$ cat src/rtl/sorted_key_balance_lookup_core_assert.svh
// Assertion macros for the sorted key and balance lookup core.
// Included by the top level; needs nothing else.
`ifndef SORTED_KEY_BALANCE_LOOKUP_CORE_ASSERT_SVH
`define SORTED_KEY_BALANCE_LOOKUP_CORE_ASSERT_SVH

// The consequent must hold in the same cycle as the antecedent.
`define SKBL_ASSERT_IMPL(label, clk, rst_n, ante, cons, msg) \
  label: assert property (@(posedge clk) disable iff (!rst_n) (ante) |-> (cons)) \
    else $error(msg);

// The consequent must hold in the cycle after the antecedent.
`define SKBL_ASSERT_NEXT(label, clk, rst_n, ante, cons, msg) \
  label: assert property (@(posedge clk) disable iff (!rst_n) (ante) |=> (cons)) \
    else $error(msg);

`endif

$ cat src/rtl/skbl_pkg.sv
// Shared types and constants of the sorted key and balance lookup core.
// Used by the controller, the datapath and the top level.
`default_nettype none

package skbl_pkg;

  localparam int unsigned KeyW   = 16;
  localparam int unsigned BalW   = 24;
  localparam int unsigned LimitW = 23;

  localparam logic [LimitW-1:0] LimitReset = 23'd10000;

  localparam logic ReqLoad   = 1'b0;
  localparam logic ReqLookup = 1'b1;

  typedef enum logic [3:0] {
    ST_IDLE,
    ST_SORT_A,
    ST_LOAD_A,
    ST_READ_B,
    ST_CMP_B,
    ST_WRITE_A,
    ST_READ_I,
    ST_CMP_I,
    ST_EMIT
  } state_e;

  typedef enum logic [1:0] {
    RD_A,
    RD_B,
    RD_I
  } rd_sel_e;

  typedef enum logic [1:0] {
    WR_NONE,
    WR_LOAD,
    WR_B,
    WR_A
  } wr_sel_e;

  typedef struct packed {
    logic    load;
    logic    look;
    logic    sort_init;
    logic    cap_cur;
    logic    cmp_b;
    logic    adv_a;
    logic    adv_i;
    logic    res_set;
    logic    emit;
    rd_sel_e rd_sel;
    wr_sel_e wr_sel;
  } cmd_t;

  typedef struct packed {
    logic sort_more;
    logic b_last;
    logic srch_more;
    logic key_lt;
    logic key_eq;
    logic key_gt;
    logic out_free;
  } sts_t;

endpackage

`default_nettype wire

$ cat src/rtl/skbl_dpath.sv
// Datapath of the lookup core: key and balance memories, sort and search
// counters, result and output registers. Uses skbl_pkg.
`default_nettype none

module skbl_dpath #(
  parameter int unsigned ENTRIES = 16
) (
  input  wire logic                        clk_i,
  input  wire logic                        rst_ni,
  input  wire skbl_pkg::cmd_t              cmd_i,
  output skbl_pkg::sts_t                   sts_o,
  input  wire logic [skbl_pkg::KeyW-1:0]   in_key_i,
  input  wire logic [skbl_pkg::BalW-1:0]   in_bal_i,
  input  wire logic                        in_last_i,
  input  wire logic                        cfg_we_i,
  input  wire logic [skbl_pkg::LimitW-1:0] cfg_data_i,
  input  wire logic                        out_ready_i,
  output logic                             out_valid_o,
  output logic                             out_hit_o,
  output logic [skbl_pkg::BalW-1:0]        out_bal_o,
  output logic                             out_over_o
);
  import skbl_pkg::*;

  localparam int unsigned AW = (ENTRIES > 1) ? $clog2(ENTRIES) : 1;
  localparam int unsigned CW = $clog2(ENTRIES + 1);

  logic [KeyW-1:0]   key_mem [ENTRIES];
  logic [BalW-1:0]   bal_mem [ENTRIES];

  logic [CW-1:0]     count_q, count_d;
  logic              closed_q, closed_d;
  logic [CW-1:0]     a_q, a_d, b_q, b_d, i_q, i_d;
  logic [KeyW-1:0]   cur_key_q, cur_key_d;
  logic [BalW-1:0]   cur_bal_q, cur_bal_d;
  logic [KeyW-1:0]   query_q, query_d;
  logic [KeyW-1:0]   rd_key_q;
  logic [BalW-1:0]   rd_bal_q;
  logic              res_hit_q, res_hit_d;
  logic [BalW-1:0]   res_bal_q, res_bal_d;
  logic [LimitW-1:0] limit_q;
  logic              out_valid_q;
  logic              out_hit_q;
  logic [BalW-1:0]   out_bal_q;
  logic              out_over_q;

  logic [CW-1:0]     eff_count;
  logic              full;
  logic [AW-1:0]     rd_addr, wr_addr;
  logic              wr_en;
  logic [KeyW-1:0]   wr_key;
  logic [BalW-1:0]   wr_bal;

  // A load after a closed set starts a new set from slot zero.
  assign eff_count = closed_q ? '0 : count_q;
  assign full      = (eff_count == CW'(ENTRIES));

  always_comb begin
    case (cmd_i.rd_sel)
      RD_A:    rd_addr = a_q[AW-1:0];
      RD_B:    rd_addr = b_q[AW-1:0];
      default: rd_addr = i_q[AW-1:0];
    endcase
  end

  always_comb begin
    wr_en   = 1'b0;
    wr_addr = a_q[AW-1:0];
    wr_key  = cur_key_q;
    wr_bal  = cur_bal_q;
    case (cmd_i.wr_sel)
      WR_LOAD: begin
        wr_en   = !full;
        wr_addr = eff_count[AW-1:0];
        wr_key  = in_key_i;
        wr_bal  = in_bal_i;
      end
      WR_B: begin
        wr_en   = 1'b1;
        wr_addr = b_q[AW-1:0];
      end
      WR_A: begin
        wr_en   = 1'b1;
      end
      default: wr_en = 1'b0;
    endcase
  end

  always_ff @(posedge clk_i) begin
    if (wr_en) begin
      key_mem[wr_addr] <= wr_key;
      bal_mem[wr_addr] <= wr_bal;
    end
  end

  always_ff @(posedge clk_i) begin
    rd_key_q <= key_mem[rd_addr];
    rd_bal_q <= bal_mem[rd_addr];
  end

  always_comb begin
    count_d   = count_q;
    closed_d  = closed_q;
    a_d       = a_q;
    b_d       = b_q;
    i_d       = i_q;
    cur_key_d = cur_key_q;
    cur_bal_d = cur_bal_q;
    query_d   = query_q;
    res_hit_d = res_hit_q;
    res_bal_d = res_bal_q;
    if (cmd_i.load) begin
      count_d  = full ? eff_count : eff_count + CW'(1);
      closed_d = in_last_i;
    end
    if (cmd_i.look) begin
      query_d   = in_key_i;
      i_d       = '0;
      res_hit_d = 1'b0;
      res_bal_d = '0;
    end
    if (cmd_i.sort_init) begin
      a_d = '0;
    end
    if (cmd_i.cap_cur) begin
      cur_key_d = rd_key_q;
      cur_bal_d = rd_bal_q;
      b_d       = a_q + CW'(1);
    end
    // The slot-a pair rides in cur until the inner pass ends; a smaller key
    // trades places with it.
    if (cmd_i.cmp_b) begin
      if (rd_key_q < cur_key_q) begin
        cur_key_d = rd_key_q;
        cur_bal_d = rd_bal_q;
      end
      b_d = b_q + CW'(1);
    end
    if (cmd_i.adv_a) begin
      a_d = a_q + CW'(1);
    end
    if (cmd_i.adv_i) begin
      i_d = i_q + CW'(1);
    end
    if (cmd_i.res_set) begin
      res_hit_d = 1'b1;
      res_bal_d = rd_bal_q;
    end
  end

  always_ff @(posedge clk_i or negedge rst_ni) begin
    if (!rst_ni) begin
      count_q  <= '0;
      closed_q <= 1'b0;
      limit_q  <= LimitReset;
    end else begin
      count_q  <= count_d;
      closed_q <= closed_d;
      if (cfg_we_i) begin
        limit_q <= cfg_data_i;
      end
    end
  end

  always_ff @(posedge clk_i) begin
    a_q       <= a_d;
    b_q       <= b_d;
    i_q       <= i_d;
    cur_key_q <= cur_key_d;
    cur_bal_q <= cur_bal_d;
    query_q   <= query_d;
    res_hit_q <= res_hit_d;
    res_bal_q <= res_bal_d;
  end

  always_ff @(posedge clk_i or negedge rst_ni) begin
    if (!rst_ni) begin
      out_valid_q <= 1'b0;
    end else if (cmd_i.emit) begin
      out_valid_q <= 1'b1;
    end else if (out_ready_i) begin
      out_valid_q <= 1'b0;
    end
  end

  always_ff @(posedge clk_i) begin
    if (cmd_i.emit) begin
      out_hit_q  <= res_hit_q;
      out_bal_q  <= res_bal_q;
      out_over_q <= res_hit_q && ($signed(res_bal_q) > $signed({1'b0, limit_q}));
    end
  end

  assign sts_o.sort_more = (a_q + CW'(1)) < count_q;
  assign sts_o.b_last    = (b_q + CW'(1)) == count_q;
  assign sts_o.srch_more = i_q < count_q;
  assign sts_o.key_lt    = rd_key_q < cur_key_q;
  assign sts_o.key_eq    = rd_key_q == query_q;
  assign sts_o.key_gt    = rd_key_q > query_q;
  assign sts_o.out_free  = !out_valid_q || out_ready_i;

  assign out_valid_o = out_valid_q;
  assign out_hit_o   = out_hit_q;
  assign out_bal_o   = out_bal_q;
  assign out_over_o  = out_over_q;

endmodule

`default_nettype wire

$ cat src/rtl/skbl_ctrl.sv
// Controller of the lookup core: sequences loads, the exchange sort and the
// early-exit search. Uses skbl_pkg; drives skbl_dpath by commands.
`default_nettype none

module skbl_ctrl (
  input  wire logic           clk_i,
  input  wire logic           rst_ni,
  input  wire logic           in_valid_i,
  input  wire logic           in_type_i,
  input  wire logic           in_last_i,
  output logic                in_ready_o,
  input  wire skbl_pkg::sts_t sts_i,
  output skbl_pkg::cmd_t      cmd_o
);
  import skbl_pkg::*;

  state_e state_q, state_d;

  always_ff @(posedge clk_i or negedge rst_ni) begin
    if (!rst_ni) begin
      state_q <= ST_IDLE;
    end else begin
      state_q <= state_d;
    end
  end

  always_comb begin
    state_d       = state_q;
    in_ready_o    = 1'b0;
    cmd_o         = '0;
    cmd_o.rd_sel  = RD_I;
    cmd_o.wr_sel  = WR_NONE;
    case (state_q)
      ST_IDLE: begin
        in_ready_o = 1'b1;
        if (in_valid_i) begin
          if (in_type_i == ReqLookup) begin
            cmd_o.look = 1'b1;
            state_d    = ST_READ_I;
          end else begin
            cmd_o.load   = 1'b1;
            cmd_o.wr_sel = WR_LOAD;
            if (in_last_i) begin
              cmd_o.sort_init = 1'b1;
              state_d         = ST_SORT_A;
            end
          end
        end
      end
      ST_SORT_A: begin
        if (sts_i.sort_more) begin
          cmd_o.rd_sel = RD_A;
          state_d      = ST_LOAD_A;
        end else begin
          state_d = ST_IDLE;
        end
      end
      ST_LOAD_A: begin
        cmd_o.cap_cur = 1'b1;
        state_d       = ST_READ_B;
      end
      ST_READ_B: begin
        cmd_o.rd_sel = RD_B;
        state_d      = ST_CMP_B;
      end
      ST_CMP_B: begin
        cmd_o.cmp_b = 1'b1;
        if (sts_i.key_lt) begin
          cmd_o.wr_sel = WR_B;
        end
        state_d = sts_i.b_last ? ST_WRITE_A : ST_READ_B;
      end
      ST_WRITE_A: begin
        cmd_o.wr_sel = WR_A;
        cmd_o.adv_a  = 1'b1;
        state_d      = ST_SORT_A;
      end
      ST_READ_I: begin
        if (sts_i.srch_more) begin
          cmd_o.rd_sel = RD_I;
          state_d      = ST_CMP_I;
        end else begin
          state_d = ST_EMIT;
        end
      end
      ST_CMP_I: begin
        if (sts_i.key_eq) begin
          cmd_o.res_set = 1'b1;
          state_d       = ST_EMIT;
        end else if (sts_i.key_gt) begin
          state_d = ST_EMIT;
        end else begin
          cmd_o.adv_i = 1'b1;
          state_d     = ST_READ_I;
        end
      end
      ST_EMIT: begin
        if (sts_i.out_free) begin
          cmd_o.emit = 1'b1;
          state_d    = ST_IDLE;
        end
      end
      default: state_d = ST_IDLE;
    endcase
  end

endmodule

`default_nettype wire

$ cat src/rtl/sorted_key_balance_lookup_core.sv
// Top level of the sorted key and balance lookup core.
// Instantiates skbl_ctrl and skbl_dpath; uses skbl_pkg and the assert header.
`default_nettype none
`include "sorted_key_balance_lookup_core_assert.svh"

// Loads key and balance pairs one request at a time into a store of ENTRIES
// slots; the load with tlast set closes the set and starts an exchange sort
// by ascending key. A lookup request walks the stored keys from slot zero and
// stops at the first equal or greater key, returning hit, the balance and an
// over-limit flag. Every memory read has a registered output and is compared
// in the following cycle. The sort runs through the single read and single
// write port of the store and holds off the next request after the closing
// load; no request is taken while it runs. A finished result sits in the
// output register while the next request is taken; a lookup whose result
// finds that register still occupied waits there and stalls the input.
// The credit limit may be written at any time the core is idle.
module sorted_key_balance_lookup_core #(
  parameter int unsigned ENTRIES = 16
) (
  input  wire logic        clk_i,
  input  wire logic        rst_ni,
  // [15:0] entry_key, [39:16] entry_balance
  input  wire logic [39:0] s_axis_tdata_i,
  // [0] req_type
  input  wire logic [0:0]  s_axis_tuser_i,
  input  wire logic        s_axis_tlast_i,
  input  wire logic        s_axis_tvalid_i,
  output logic             s_axis_tready_o,
  // [0] hit, [24:1] found_balance, [25] over_limit, [31:26] zero
  output logic [31:0]      m_axis_tdata_o,
  output logic             m_axis_tvalid_o,
  input  wire logic        m_axis_tready_i,
  input  wire logic        cfg_valid_i,
  output logic             cfg_ready_o,
  input  wire logic [22:0] cfg_data_i
);
  import skbl_pkg::*;

  cmd_t            cmd;
  sts_t            sts;
  logic            in_ready;
  logic            out_hit;
  logic [BalW-1:0] out_bal;
  logic            out_over;

  skbl_ctrl u_ctrl (
    .clk_i      (clk_i),
    .rst_ni     (rst_ni),
    .in_valid_i (s_axis_tvalid_i),
    .in_type_i  (s_axis_tuser_i[0]),
    .in_last_i  (s_axis_tlast_i),
    .in_ready_o (in_ready),
    .sts_i      (sts),
    .cmd_o      (cmd)
  );

  skbl_dpath #(
    .ENTRIES (ENTRIES)
  ) u_dpath (
    .clk_i       (clk_i),
    .rst_ni      (rst_ni),
    .cmd_i       (cmd),
    .sts_o       (sts),
    .in_key_i    (s_axis_tdata_i[15:0]),
    .in_bal_i    (s_axis_tdata_i[39:16]),
    .in_last_i   (s_axis_tlast_i),
    .cfg_we_i    (cfg_valid_i),
    .cfg_data_i  (cfg_data_i),
    .out_ready_i (m_axis_tready_i),
    .out_valid_o (m_axis_tvalid_o),
    .out_hit_o   (out_hit),
    .out_bal_o   (out_bal),
    .out_over_o  (out_over)
  );

  assign s_axis_tready_o = in_ready;
  assign cfg_ready_o     = 1'b1;
  assign m_axis_tdata_o  = {6'd0, out_over, out_bal, out_hit};

  `SKBL_ASSERT_IMPL(a_emit_slot_free, clk_i, rst_ni, cmd.emit, sts.out_free, "result overwritten")
  `SKBL_ASSERT_IMPL(a_no_req_in_sort, clk_i, rst_ni, cmd.wr_sel == WR_B, !s_axis_tready_o, "request taken during sort")
  `SKBL_ASSERT_NEXT(a_emit_shows, clk_i, rst_ni, cmd.emit, m_axis_tvalid_o, "emitted result not shown")

endmodule

`default_nettype wire

$ cat config.mk
export PLATFORM = sky130hd
export DESIGN_NAME = sorted_key_balance_lookup_core
export DESIGN_NICKNAME = d
export VERILOG_FILES = /design/src/rtl/skbl_pkg.sv /design/src/rtl/skbl_dpath.sv /design/src/rtl/skbl_ctrl.sv /design/src/rtl/sorted_key_balance_lookup_core.sv
export VERILOG_INCLUDE_DIRS = /design/src /design/src/rtl
export SDC_FILE = /design/constraint.sdc
export NUM_CORES = 1
export LEC_CHECK = 0
export BUFFER_PORTS_ARGS = -buffer_cell sky130_fd_sc_hd__clkbuf_2
export CAP_MARGIN = 20
export CELL_PAD_IN_SITES_DETAIL_PLACEMENT = 1
export CELL_PAD_IN_SITES_GLOBAL_PLACEMENT = 1
export CORE_ASPECT_RATIO = 1.75
export CORE_MARGIN = 2
export CORE_UTILIZATION = 50
export CTS_CLUSTER_SIZE = 10
export DETAILED_ROUTE_END_ITERATION = 10
export PLACE_DENSITY_LB_ADDON = 0.1
export SLEW_MARGIN = 10
export SYNTH_ARGS = -nofsm -noshare
export SYNTH_HDL_FRONTEND = slang
export SYNTH_HIERARCHICAL = 1
export SYNTH_SLANG_ARGS = --single-unit
$ cat constraint.sdc
create_clock -name clk_i -period 8.1 [get_ports clk_i]
set_clock_uncertainty 0.15 [all_clocks]
set_input_delay 0.405 -clock clk_i [delete_from_list [all_inputs] [get_ports clk_i]]
set_output_delay 0.405 -clock clk_i [all_outputs]
set_load 0.01 [all_outputs]
# After elaboration in Yosys (flattened, before gate mapping)
# Memories as Yosys holds them, arrays and structs flattened. A register that Yosys moved wholly into a read port is not among the register bits.
# Cells that the tools add are included.
# W data, S select, Z words.
# totals
mem_bits_rw	640
register_bits	156
mem_count	2
rom_bits	0
latch_bits	0
wordCells	115
out_inout_bits	35
# memory_table
memory	words	word_bits	rd	rd_clocked_by_memory_dff	write_ports	line	rtl
u_dpath.bal_mem	16	24	1	1	1	skbl_dpath.sv:29	logic [BalW-1:0] bal_mem [ENTRIES];
u_dpath.key_mem	16	16	1	1	1	skbl_dpath.sv:28	logic [KeyW-1:0] key_mem [ENTRIES];
# op_classes
eq_ne	18
mux	57
shift	0
n_bitwise	0
n_addsub	4
n_reduce_logical	13
n_div	0
mul	0
n_lt_le_gt_ge	5
# ops
op	n
$mux W24	6
$mux W16	4
$mux W5	8
$pmux W4 S9	1
$mux W4	7
$gt A24 B24 Y1	1
$add A5 B1 Y5 const B	4
$mux W1	18
$eq A16 B16 Y1	1
$eq A4 B3 Y1 const B	4
$gt A16 B16 Y1	1
$lt A16 B16 Y1	1
$pmux W4 S2	2
$lt A5 B5 Y1	2
$mux W2	5
$reduce_bool A2 Y1	5
$mux W3	3
$eq A4 B2 Y1 const B	2
$pmux W2 S3	1
$eq A5 B5 Y1	1
$eq A5 B5 Y1 const B	1
$eq A2 B1 Y1 const B	2
$eq A2 B2 Y1 const B	2
$eq A4 B1 Y1 const B	1
other kinds (12)	14

# Logic depth before layout (Yosys ltp)
# Gate-level depths: netlist of run 1.
# logic_depth
depth_word	8
mapped_depth	18

# Modules after synthesis
# Netlist of run 1, hierarchy kept.
# modules_own_cells
module	area_each_um2	instances	cells_per_inst
skbl_dpath	34489.3	1	2041
skbl_ctrl	447.9	1	58
sorted_key_balance_lookup_core	75.1	1	11

# Least setup slack after synthesis of run 1
# No wires, ideal clock.
# synth_path
path_kind	register to register
startpoint	register u_dpath.cur_key_q[1]
endpoint	memory u_dpath.bal_mem[0][0] (enable)
setup_slack_ps	2884
t_arrival_ps	4624
stages_incl_launch_ff	15
cell_sequence	dfxtp_1 -> inv_1 -> ha_1 -> a2111o_1 -> a21oi_1 -> o22a_2 -> and2_2 -> nor2_1 -> nor3_1 -> inv_1 -> ha_1 -> clkbuf_1 -> a21oi_1 -> nor4_1 -> nor2b_1
# synth_lines
item	line	rtl
start, declared	skbl_dpath.sv:34	logic [KeyW-1:0] cur_key_q, cur_key_d;
start signal, assigned	skbl_dpath.sv:169	cur_key_q <= cur_key_d;
end, declared	skbl_dpath.sv:29	

==> run_results.csv, run 1 <==
group,metric,value,unit
status,run_status,"finished, final reports clean",
drt,detail-route-antenna-nets,0,
pwr,max-vdd-ir-drop,0.263,mV
global_route,grt_pass1_wl,125,mm
pwr,leakagePower,15.4,nW
worst_setup_path,timing.critical_path.max_delay_family,"simple AND/OR/NAND/NOR gates",
clock_network,worst_skew_pair.late_latency,0.65,ns
floorplan,die_w,204,µm
synthesis,yosys-top-cells-count,"sky130_fd_sc_hd__edfxtp_1 (721), sky130_fd_sc_hd__mux2i_1 (606), sky130_fd_sc_hd__dfxtp_1 (81)",
timing,maxSlewHeadroom,0.248,
worst_setup_path,crit_fanout,32,
synthesis,synth-edff-count,721,
finish,synthToLayoutAreaGrowth,13.3,%
global_route,grt_pass1_vias,20457,
synthesis,synth_seq_cells,836,
timing,final_number_of_hold_violating_endpoints,0,
global_route,grt_antenna_before_repair,1,
synthesis,yosysWarnings,6,
clock_network,clock_sink_count,836,
placement,io_buffers,97,
worst_setup_path,worstSetupStartpointType,"register",
floorplan,num_rows,128,
worst_setup_path,worst_path_cell_chain,"inv_1 > ha_1 > nand3_1 > nor3_1 > a21oi_1 > o22a_2 > and2_2 > nor2_1 > nor3_1 > inv_1 > ha_2 > buf_4 > a32oi_1 > a21oi_1 > nand3b_1 > nor2_4 > buf_4",
clock_network,cts-buffers-inserted,93,
floorplan,die_y,354,µm
clock_network,ctsLongestPathBuffers,3,
timing,setup_total_negative_slack,0,ns
worst_setup_path,critical_path_arrival,6.13,ns
clock_network,cts.reportedPaths.clkPinSlew,0.06,ns
clock_network,post_cts_resized,0,
placement,dp_hpwl,52.3,mm
global_route,grt_usage,0.234,
drt,drt_iter0_drcs,1063,
finish,layout-drive-gt1-share,0.148,
finish,finish.utilization,0.571,
drt,dr.pass1.iters,5,
worst_setup_path,cp_slowest_cell,"sky130_fd_sc_hd__nor2_4",
finish,finalNetCount,2435,
drt,number_of_design_rule_violations_left_after_detail_routing,0,
drt,route.detailed.wl_per_inst,25.5,µm
synthesis,syn_area_per_cell,16.6,µm²
floorplan,boundaryPins,105,
placement,dp.cells,3065,
timing,final_max_slew_viol_count,0,
job,drv_cap,0,
pwr,total_power,14.6,mW
synthesis,area_share_of_the_leading_cell_type_in_the_synthesized_netlist,0.618,
synthesis,synth_most_common_cell,"sky130_fd_sc_hd__edfxtp_1",
synthesis,synthArstFlopShare,0.0407,
finish,design_area,39700,µm²
worst_setup_path,worst-r2r-setup-slack,2.14,ns
timing,period_share,0.736,
worst_setup_path,crit_required,8.26,ns
worst_setup_path,crit_type,"reg -> reg",
floorplan,initial_core_utilization,0.504,
worst_setup_path,timing.critical_path.buf_inv,4,
clock_network,cts_root_buffer,"sky130_fd_sc_hd__clkbuf_16",
timing,setup-violations-final,0,
floorplan,design.die.area,72200,µm²
synthesis,synthFlopType,"sky130_fd_sc_hd__edfxtp_1",
floorplan,design.core.area,69500,µm²
synthesis,synth.top_cells.by_area,"sky130_fd_sc_hd__edfxtp_1 (62%), sky130_fd_sc_hd__mux2i_1 (17%), sky130_fd_sc_hd__dfxtp_1 (4.6%)",
clock_network,cts-hold-fix-buffers,42,
pwr,power_density,367,nW/µm²
synthesis,synthesis.instances,2110,
drt,routed_wirelength,83.8,mm
synthesis,synth_top_area_cell,"sky130_fd_sc_hd__edfxtp_1",
drt,route.vias.total,18409,
timing,finalWorstPathRequiredPeriod,5.96,ns
global_route,gr_ovfl_total,0,
synthesis,netlist_area_before_placement,35000,µm²
synthesis,synth_cell_type_count,61,
clock_network,htreeDepth,3,
timing,clock.fmax,168,MHz
worst_setup_path,cpPeakStageDelay,0.98,ns
synthesis,synth.yosys.seq_area_share,0.689,
finish,layoutNonFillerInstCount,3280,
clock_network,post_cts_buffers,0,
placement,placed_area,36500,µm²
clock_network,cts_tree,"done",
timing,worst-slew-pin-transition,1.13,ns
drt,viasPerCell,5.61,
timing,rsz0062_at_grt,"false",
placement,globalplace.congestion,0.810,
hold_path,timing.hold.worst.class,"in -> reg",
worst_setup_path,worstSetupEndpointType,"register",
global_route,largest_net_degree_at_the_start_of_global_routing,124,
-- flip-flops by register name, summed over array words and instances (netlist names), 16 cells and up --
register and count:
u_dpath/query_q 16, u_dpath/res_bal_q 24, u_dpath/limit_q 23, u_dpath/rd_key_q 16
u_dpath/cur_bal_q 24, u_dpath/key_mem 256, u_dpath/cur_key_q 16, u_dpath/bal_mem 384
u_dpath/out_bal_o 24, u_dpath/rd_bal_q 24
-- worst reg2reg max path: stages (launching register included) --
cell and delay, ns:
sky130_fd_sc_hd__dfxtp_1 0.33, sky130_fd_sc_hd__inv_1 0.07, sky130_fd_sc_hd__ha_1 0.34, sky130_fd_sc_hd__nand3_1 0.11, sky130_fd_sc_hd__nor3_1 0.22, sky130_fd_sc_hd__a21oi_1 0.13
sky130_fd_sc_hd__o22a_2 0.24, sky130_fd_sc_hd__and2_2 0.20, sky130_fd_sc_hd__nor2_1 0.09, sky130_fd_sc_hd__nor3_1 0.10, sky130_fd_sc_hd__inv_1 0.13, sky130_fd_sc_hd__ha_2 0.59
sky130_fd_sc_hd__buf_4 0.57, sky130_fd_sc_hd__a32oi_1 0.19, sky130_fd_sc_hd__a21oi_1 0.33, sky130_fd_sc_hd__nand3b_1 0.41, sky130_fd_sc_hd__nor2_4 0.99, sky130_fd_sc_hd__buf_4 0.44
-- path summary, 6_finish.rpt --
| check | endpoint | depth (start not counted) | startpoint |
|---|---|---|---|
| hold / removal | u_ctrl/state_q[0]$_DFFE_PN0P_ | 3 | s_axis_tvalid_i |
| min in group asynchronous | u_ctrl/state_q[0]$_DFFE_PN0P_ | 2 | rst_ni |
| hold reg to reg | u_dpath/out_bal_o[0]$_DFFE_PP_ | 0 | u_dpath/res_bal_q[0]$_SDFFCE_PN0P_ |
| setup reg to reg | u_dpath/bal_mem[11][11]$_DFFE_PP_ | 17 | u_dpath/cur_key_q[7]$_DFF_P_ |
| setup / recovery | u_dpath/bal_mem[11][11]$_DFFE_PP_ | 17 | u_dpath/cur_key_q[7]$_DFF_P_ |
| max in group asynchronous | u_dpath/limit_q[11]$_DFFE_PN0P_ | 2 | rst_ni |
-- layout by cell type, fill, tap and decap left out, types with 40 or more instances in the layout --
| cell | count |
|---|---|
| sky130_fd_sc_hd__ha_1 | 70 |
| sky130_fd_sc_hd__nand2_1 | 55 |
| sky130_fd_sc_hd__clkbuf_2 | 97 |
| sky130_fd_sc_hd__mux2i_1 | 606 |
| sky130_fd_sc_hd__dfxtp_1 | 81 |
| sky130_fd_sc_hd__mux2_4 | 40 |
| sky130_fd_sc_hd__clkbuf_1 | 71 |
| sky130_fd_sc_hd__edfxtp_1 | 721 |
| sky130_fd_sc_hd__o21ai_0 | 58 |
| sky130_fd_sc_hd__inv_1 | 71 |
| sky130_fd_sc_hd__dlygate4sd3_1 | 42 |
| sky130_fd_sc_hd__clkbuf_16 | 95 |
-- power by group --
group / leakage (nW) / internal, mW / switching, mW
clock network: 1.29 / 2.22 / 1.61
registers: 7.62 / 5.71 / 0.248
logic: 6.49 / 1.87 / 2.88
total: 15.4 / 9.81 / 4.75
-- per-layer routing --
metal  routed length, µm  up-vias  GRT usage
met2               44500      379      0.427
li1                    -     8367          -
met3                3020      115     0.0303
met5                   0        -          0
met1               34500     9548      0.289
met4                1770        0     0.0677
-- kinds of logic after synthesis --
| group | count (synthesis) | synth area share |
|---|---|---|
| DFF | 836 | 0.689 |
| muxes | 673 | 0.199 |
| and+or+nand+nor | 211 | 0.0312 |
| buffers and inverters | 173 | 0.0294 |
| AOI/OAI and AO/OA | 130 | 0.0220 |
| adders and majority gates | 71 | 0.0254 |
| xor gates and xnor gates | 14 | 0.00350 |
| other | 2 | 0.000214 |
-- layout make-up --
cell class | instances | area (µm²)
sequential | 836 | 24100
clock buffer | 166 | 2640
tap | 910 | 1140
antenna | 1 | 2.50
multi-input combinational | 1106 | 10000
inverter | 71 | 267
clock inverter | 4 | 85.1
fill | 6353 | 29800
timing repair buffer | 186 | 1370
-- metrics by stage --
| step | hold WS [ns] | worst slack, ns |
|---|---|---|
| 3_5_place_dp | 0.292 | 2.15 |
| 5_1_grt | 0.0836 | 1.82 |
| 2_1_floorplan | -0.0406 | 2.88 |
| 6_report | 0.0861 | 2.14 |
| 3_3_place_gp | 0.291 | 2.35 |
| 4_1_cts | 0.0368 | 2.11 |
(Power assumes the default switching activity.)
==> inputs of run 2 (changes only) <==
Clock period 8.1 ns to 6.2 ns, I/O delays scaled along.
==> run_results.csv, run 2 (same netlist as run 1, synthesis figures left out) <==
group,metric,value,unit
drt,viasPerCell,5.59,
finish,synthToLayoutAreaGrowth,14.0,%
clock_network,cts_tree,"done",
floorplan,die_w,204,µm
timing,worst-slew-pin-transition,1.02,ns
finish,number_of_antenna_diodes,0,
worst_setup_path,cp_slowest_cell,"sky130_fd_sc_hd__nor2_4",
finish,design_area,39900,µm²
worst_setup_path,worst_path_cell_chain,"inv_1 > ha_1 > a2111o_1 > a21oi_1 > o22a_2 > and2_2 > nor2_1 > nor3_1 > inv_1 > ha_2 > a32oi_1 > a21oi_1 > nand3b_1 > nor2_4 > buf_12",
floorplan,design.core.area,69500,µm²
clock_network,cts.reportedPaths.clkPinSlew,0.06,ns
drt,detail-route-antenna-nets,0,
worst_setup_path,crit_fanout,37,
global_route,grt_pass1_wl,125,mm
timing,final_number_of_hold_violating_endpoints,0,
placement,placed_area,36800,µm²
finish,multi_input_gate_area,10000,µm²
finish,largest_register,"u_dpath/bal_mem",
finish,mostFrequentLayoutCell,"sky130_fd_sc_hd__edfxtp_1",
clock_network,post_cts_resized,0,
drt,number_of_design_rule_violations_left_after_detail_routing,0,
worst_setup_path,crit_required,6.38,ns
pwr,total_power,19.2,mW
timing,final_max_slew_viol_count,0,
worst_setup_path,timing.critical_path.buf_inv,3,
finish,biggestRegsByFlops,"u_dpath/bal_mem (384), u_dpath/key_mem (256)",
worst_setup_path,worstSetupStartpointType,"register",
pwr,internal-power,12.8,mW
worst_setup_path,critical_path_arrival,5.47,ns
floorplan,boundaryPins,105,
timing,setup-violations-final,0,
timing,setup_total_negative_slack,0,ns
finish,finish.utilization,0.574,
worst_setup_path,worstSetupEndpointType,"register",
timing,clock.fmax,189,MHz
pwr,pwr-share-clk,0.261,
drt,route.vias.total,18437,
pwr,seq_power_share,0.409,
global_route,largest_net_degree_at_the_start_of_global_routing,87,
finish,layout.cells.most_common_list,"sky130_fd_sc_hd__edfxtp_1 (721), sky130_fd_sc_hd__mux2i_1 (606), sky130_fd_sc_hd__clkbuf_2 (97), sky130_fd_sc_hd__clkbuf_16 (94), sky130_fd_sc_hd__dfxtp_1 (81)",
placement,dp_hpwl,52.8,mm
clock_network,clock_sink_count,836,
pwr,max-vdd-ir-drop,0.290,mV
pwr,power_frac_comb,0.329,
worst_setup_path,worst_setup_path_startpoint,"u_dpath/cur_key_q[1]$_DFF_P_",
clock_network,cts-buffers-inserted,93,
floorplan,initial_core_utilization,0.504,
floorplan,num_rows,128,
pwr,netSwitchingFraction,0.329,
clock_network,worst_skew_pair.late_latency,0.67,ns
pwr,p_switching,6.30,mW
global_route,grt_pass1_vias,20296,
global_route,grt_antenna_before_repair,5,
clock_network,cts_root_buffer,"sky130_fd_sc_hd__clkbuf_16",
placement,globalplace.congestion,0.816,
timing,maxSlewHeadroom,0.322,
drt,route.detailed.wl_per_inst,25.5,µm
finish,layout-drive-gt1-share,0.155,
floorplan,die_y,354,µm
global_route,gr_ovfl_total,0,
worst_setup_path,timing.critical_path.max_delay_family,"simple AND/OR/NAND/NOR gates",
timing,finalWorstPathRequiredPeriod,5.29,ns
job,drv_cap,0,
worst_setup_path,cpPeakStageDelay,0.72,ns
clock_network,htreeDepth,3,
finish,fillCellCount,6371,
worst_setup_path,worstReg2RegStart,"u_dpath/cur_key_q[1]$_DFF_P_",
drt,drt_iter0_drcs,964,
hold_path,hp-start,"s_axis_tdata_i[18]",
drt,dr.pass1.iters,5,
finish,finalNetCount,2456,
worst_setup_path,crit_type,"reg -> reg",
floorplan,design.die.area,72200,µm²
pwr,leakagePower,15.5,nW
timing,period_share,0.853,
clock_network,cts-hold-fix-buffers,44,
pwr,power_density,480,nW/µm²
clock_network,post_cts_buffers,0,
finish,number_of_flip_flops_under_the_largest_register_name,384,
placement,io_buffers,97,
clock_network,ctsLongestPathBuffers,3,
global_route,grt_usage,0.236,
timing,rsz0062_at_grt,"false",
timing,fin_hold_ws,0.0654,ns
status,run_status,"finished, final reports clean",
hold_path,timing.hold.worst.class,"in -> reg",
drt,routed_wirelength,84.3,mm
finish,register_area,24100,µm²
-- run 2: cell count changes in the layout (fill, tap and decap cells not counted) --
cell	previous run	this run
sky130_fd_sc_hd__diode_2	1	0
sky130_fd_sc_hd__buf_16	1	0
sky130_fd_sc_hd__inv_6	1	3
sky130_fd_sc_hd__bufinv_16	1	0
sky130_fd_sc_hd__buf_4	39	48
sky130_fd_sc_hd__dlygate4sd3_1	42	44
sky130_fd_sc_hd__clkbuf_16	95	94
sky130_fd_sc_hd__clkinv_8	1	0
sky130_fd_sc_hd__clkbuf_8	0	1
sky130_fd_sc_hd__clkbuf_1	71	69
sky130_fd_sc_hd__buf_12	7	17
sky130_fd_sc_hd__buf_6	0	1
sky130_fd_sc_hd__inv_16	0	2
-- run 2: power by group through the flow --
stage          Sequential, mW  Clock, mW  Combinational (mW)
2_1_floorplan            7.76          0                4.48
3_3_place_gp             7.91          0                6.16
3_5_place_dp             7.94          0                6.32
4_1_cts                  7.83       5.12                6.38
5_1_grt                  7.88       5.31                6.78
6_report                 7.83       5.01                6.31
-- run 2: final cells by class --
| class | instances | share of cell area |
|---|---|---|
| Clock buffer | 164 | 0.0657 |
| Timing Repair Buffer | 207 | 0.0410 |
| Clock inverter | 6 | 0.00241 |
| Sequential cell | 836 | 0.604 |
| Multi-Input combinational cell | 1106 | 0.251 |
| Inverter | 71 | 0.00667 |
| Tap cell | 910 | 0.0285 |
-- run 2: final timing paths --
check | to | slack, ns | cells after the start
worst max register to register | u_dpath/bal_mem[6][8]$_DFFE_PP_ | 0.91 | 15
worst min-delay path | u_dpath/bal_mem[13][2]$_DFFE_PP_ | 0.07 | 2
worst min register to register | u_dpath/out_bal_o[0]$_DFFE_PP_ | 0.31 | 0
worst max-delay path | u_dpath/bal_mem[6][8]$_DFFE_PP_ | 0.91 | 15
max in group asynchronous | u_dpath/limit_q[12]$_DFFE_PN0P_ | 5.13 | 2
min in group asynchronous | u_dpath/closed_q$_DFFE_PN0P_ | 0.18 | 2
-- run 2: layer usage --
metal  routed length [µm]  GRT usage  up-vias
met5                    0          0        -
met4                 2530     0.0865        0
met3                 2950     0.0289      145
met2                46200      0.444      391
met1                32600      0.271     9486
li1                     -          -     8415
-- run 2: through the flow --
stage               setup WS, ns  instances
floorplan                  0.984       2115
global placement            1.25       3085
detailed placement         0.955       3086
CTS                        0.905       3300
global route               0.567       3300
finish                     0.912       3300
==> inputs of run 3 (changes only) <==
Settings changed: CELL_PAD_IN_SITES_DETAIL_PLACEMENT 1 to unset, CELL_PAD_IN_SITES_GLOBAL_PLACEMENT 1 to unset, PLACE_DENSITY set to 0.66, PLACE_DENSITY_LB_ADDON 0.1 to unset.
==> run_results.csv, run 3 (same netlist as run 1, synthesis figures left out) <==
group,metric,value,unit
timing,finalWorstPathRequiredPeriod,5.16,ns
timing,clock.fmax,194,MHz
finish,biggestRegsByFlops,"u_dpath/bal_mem (384), u_dpath/key_mem (256)",
floorplan,design.core.area,69500,µm²
clock_network,cts-buffers-inserted,93,
worst_setup_path,worstReg2RegStart,"u_dpath/cur_key_q[1]$_DFF_P_",
pwr,power_density,472,nW/µm²
timing,setup_total_negative_slack,0,ns
global_route,gr_ovfl_total,0,
clock_network,post_cts_buffers,0,
timing,worst-slew-pin-transition,0.956,ns
timing,maxSlewHeadroom,0.363,
placement,dp_hpwl,47.4,mm
global_route,grt_antenna_before_repair,3,
timing,period_share,0.833,
timing,setup-violations-final,0,
global_route,largest_net_degree_at_the_start_of_global_routing,85,
finish,layout.cells.most_common_list,"sky130_fd_sc_hd__edfxtp_1 (721), sky130_fd_sc_hd__mux2i_1 (606), sky130_fd_sc_hd__clkbuf_2 (97), sky130_fd_sc_hd__clkbuf_16 (95), sky130_fd_sc_hd__dfxtp_1 (81)",
drt,viasPerCell,5.57,
drt,route.vias.total,18431,
floorplan,die_w,204,µm
clock_network,worst_skew_pair.late_latency,0.63,ns
status,run_status,"finished, final reports clean",
worst_setup_path,worstSetupEndpointType,"register",
placement,io_buffers,97,
placement,globalplace.congestion,0.835,
global_route,grt_pass1_wl,118,mm
finish,layout-drive-gt1-share,0.155,
finish,finalNetCount,2457,
drt,drt_iter0_drcs,1270,
drt,detail-route-antenna-nets,0,
worst_setup_path,crit_type,"reg -> reg",
worst_setup_path,critical_path_arrival,5.34,ns
finish,largest_register,"u_dpath/bal_mem",
finish,finish.utilization,0.574,
worst_setup_path,worstSetupStartpointType,"register",
pwr,leakagePower,15.5,nW
worst_setup_path,crit_required,6.38,ns
timing,final_number_of_hold_violating_endpoints,0,
drt,dr.pass1.iters,7,
clock_network,htreeDepth,3,
floorplan,boundaryPins,105,
drt,number_of_design_rule_violations_left_after_detail_routing,0,
clock_network,ctsLongestPathBuffers,3,
floorplan,die_y,354,µm
global_route,grt_pass1_vias,19297,
job,drv_cap,0,
worst_setup_path,worst_setup_path_startpoint,"u_dpath/cur_key_q[1]$_DFF_P_",
clock_network,cts_root_buffer,"sky130_fd_sc_hd__clkbuf_16",
floorplan,initial_core_utilization,0.504,
drt,route.detailed.wl_per_inst,23.8,µm
clock_network,clock_sink_count,836,
timing,final_max_slew_viol_count,0,
pwr,max-vdd-ir-drop,0.251,mV
finish,synthToLayoutAreaGrowth,13.9,%
worst_setup_path,crit_fanout,38,
global_route,grt_usage,0.219,
clock_network,post_cts_resized,0,
timing,rsz0062_at_grt,"false",
clock_network,cts.reportedPaths.clkPinSlew,0.06,ns
finish,mostFrequentLayoutCell,"sky130_fd_sc_hd__edfxtp_1",
finish,number_of_flip_flops_under_the_largest_register_name,384,
hold_path,hp-start,"s_axis_tdata_i[34]",
floorplan,num_rows,128,
drt,routed_wirelength,78.8,mm
hold_path,timing.hold.worst.class,"in -> reg",
clock_network,cts-hold-fix-buffers,44,
clock_network,cts_tree,"done",
floorplan,design.die.area,72200,µm²
-- run 3: cell count changes in the layout (fill, tap and decap cells not counted), sizes merged --
| cell | previous run | this run |
|---|---|---|
| diode | 0 | 2 |
| clkbuf | 261 | 265 |
| buf | 66 | 67 |
-- run 3: final timing paths --
kind	slack [ns]	end	cells after the start
hold / removal	0.08	u_dpath/bal_mem[7][18]$_DFFE_PP_	2
setup / recovery	1.04	u_dpath/key_mem[0][6]$_DFFE_PP_	15
max in group asynchronous	5.10	u_dpath/out_valid_o$_DFFE_PN0P_	2
min in group asynchronous	0.21	u_dpath/limit_q[16]$_DFFE_PN0P_	2
hold reg to reg	0.31	u_dpath/out_bal_o[16]$_DFFE_PP_	0
setup reg to reg	1.04	u_dpath/key_mem[0][6]$_DFFE_PP_	15
-- run 3: through the flow --
stage / instance area (µm²) / setup WS, ns / power, mW / hold slack [ns] / std cells
2_1_floorplan: 35000 / 0.984 / 12.2 / -0.136 / 2115
3_3_place_gp: 36700 / 1.19 / 13.8 / 0.293 / 3084
3_5_place_dp: 36700 / 1.00 / 14.0 / 0.298 / 3086
4_1_cts: 39900 / 0.997 / 19.0 / 0.0351 / 3304
5_1_grt: 39900 / 0.684 / 19.7 / 0.0746 / 3306
6_report: 39900 / 1.04 / 18.8 / 0.0786 / 3307
-- run 3: where the power goes --
group,internal (mW),switching [mW],leakage (nW)
sequential,7.46,0.354,7.62
combinational,2.49,3.57,6.62
clock,2.87,2.10,1.28
-- run 3: metal layers --
metal  vias up  wire [µm]  track usage  share of wire
li1       8429          -            -              -
met1      9431      32100        0.271           0.41
met2       432      41400        0.394           0.53
met3       139       3200       0.0298          0.041
met4         0       2010       0.0741          0.026
met5         -          0            0              0
-- run 3: layout make-up --
type,count,area (µm²)
clock buffers,168,2650
repair buffers,208,1620
fillers,5303,29600
clock inverters,6,47.5
diodes,2,5.00
inverters,71,267
flip-flops and latches,836,24100
well taps,910,1140
multi-input cells,1106,10000
-- run 3: critical path, stage by stage (launching register included) --
cell and delay [ns]:
sky130_fd_sc_hd__dfxtp_1 0.34, sky130_fd_sc_hd__inv_1 0.06, sky130_fd_sc_hd__ha_1 0.28, sky130_fd_sc_hd__a2111o_1 0.36, sky130_fd_sc_hd__a21oi_1 0.29, sky130_fd_sc_hd__o22a_2 0.22, sky130_fd_sc_hd__and2_2 0.18, sky130_fd_sc_hd__nor2_1 0.05
sky130_fd_sc_hd__nor3_1 0.28, sky130_fd_sc_hd__inv_1 0.12, sky130_fd_sc_hd__ha_2 0.43, sky130_fd_sc_hd__a32oi_1 0.31, sky130_fd_sc_hd__a21oi_1 0.15, sky130_fd_sc_hd__nor4_1 0.60, sky130_fd_sc_hd__nor2b_4 0.75, sky130_fd_sc_hd__buf_4 0.29
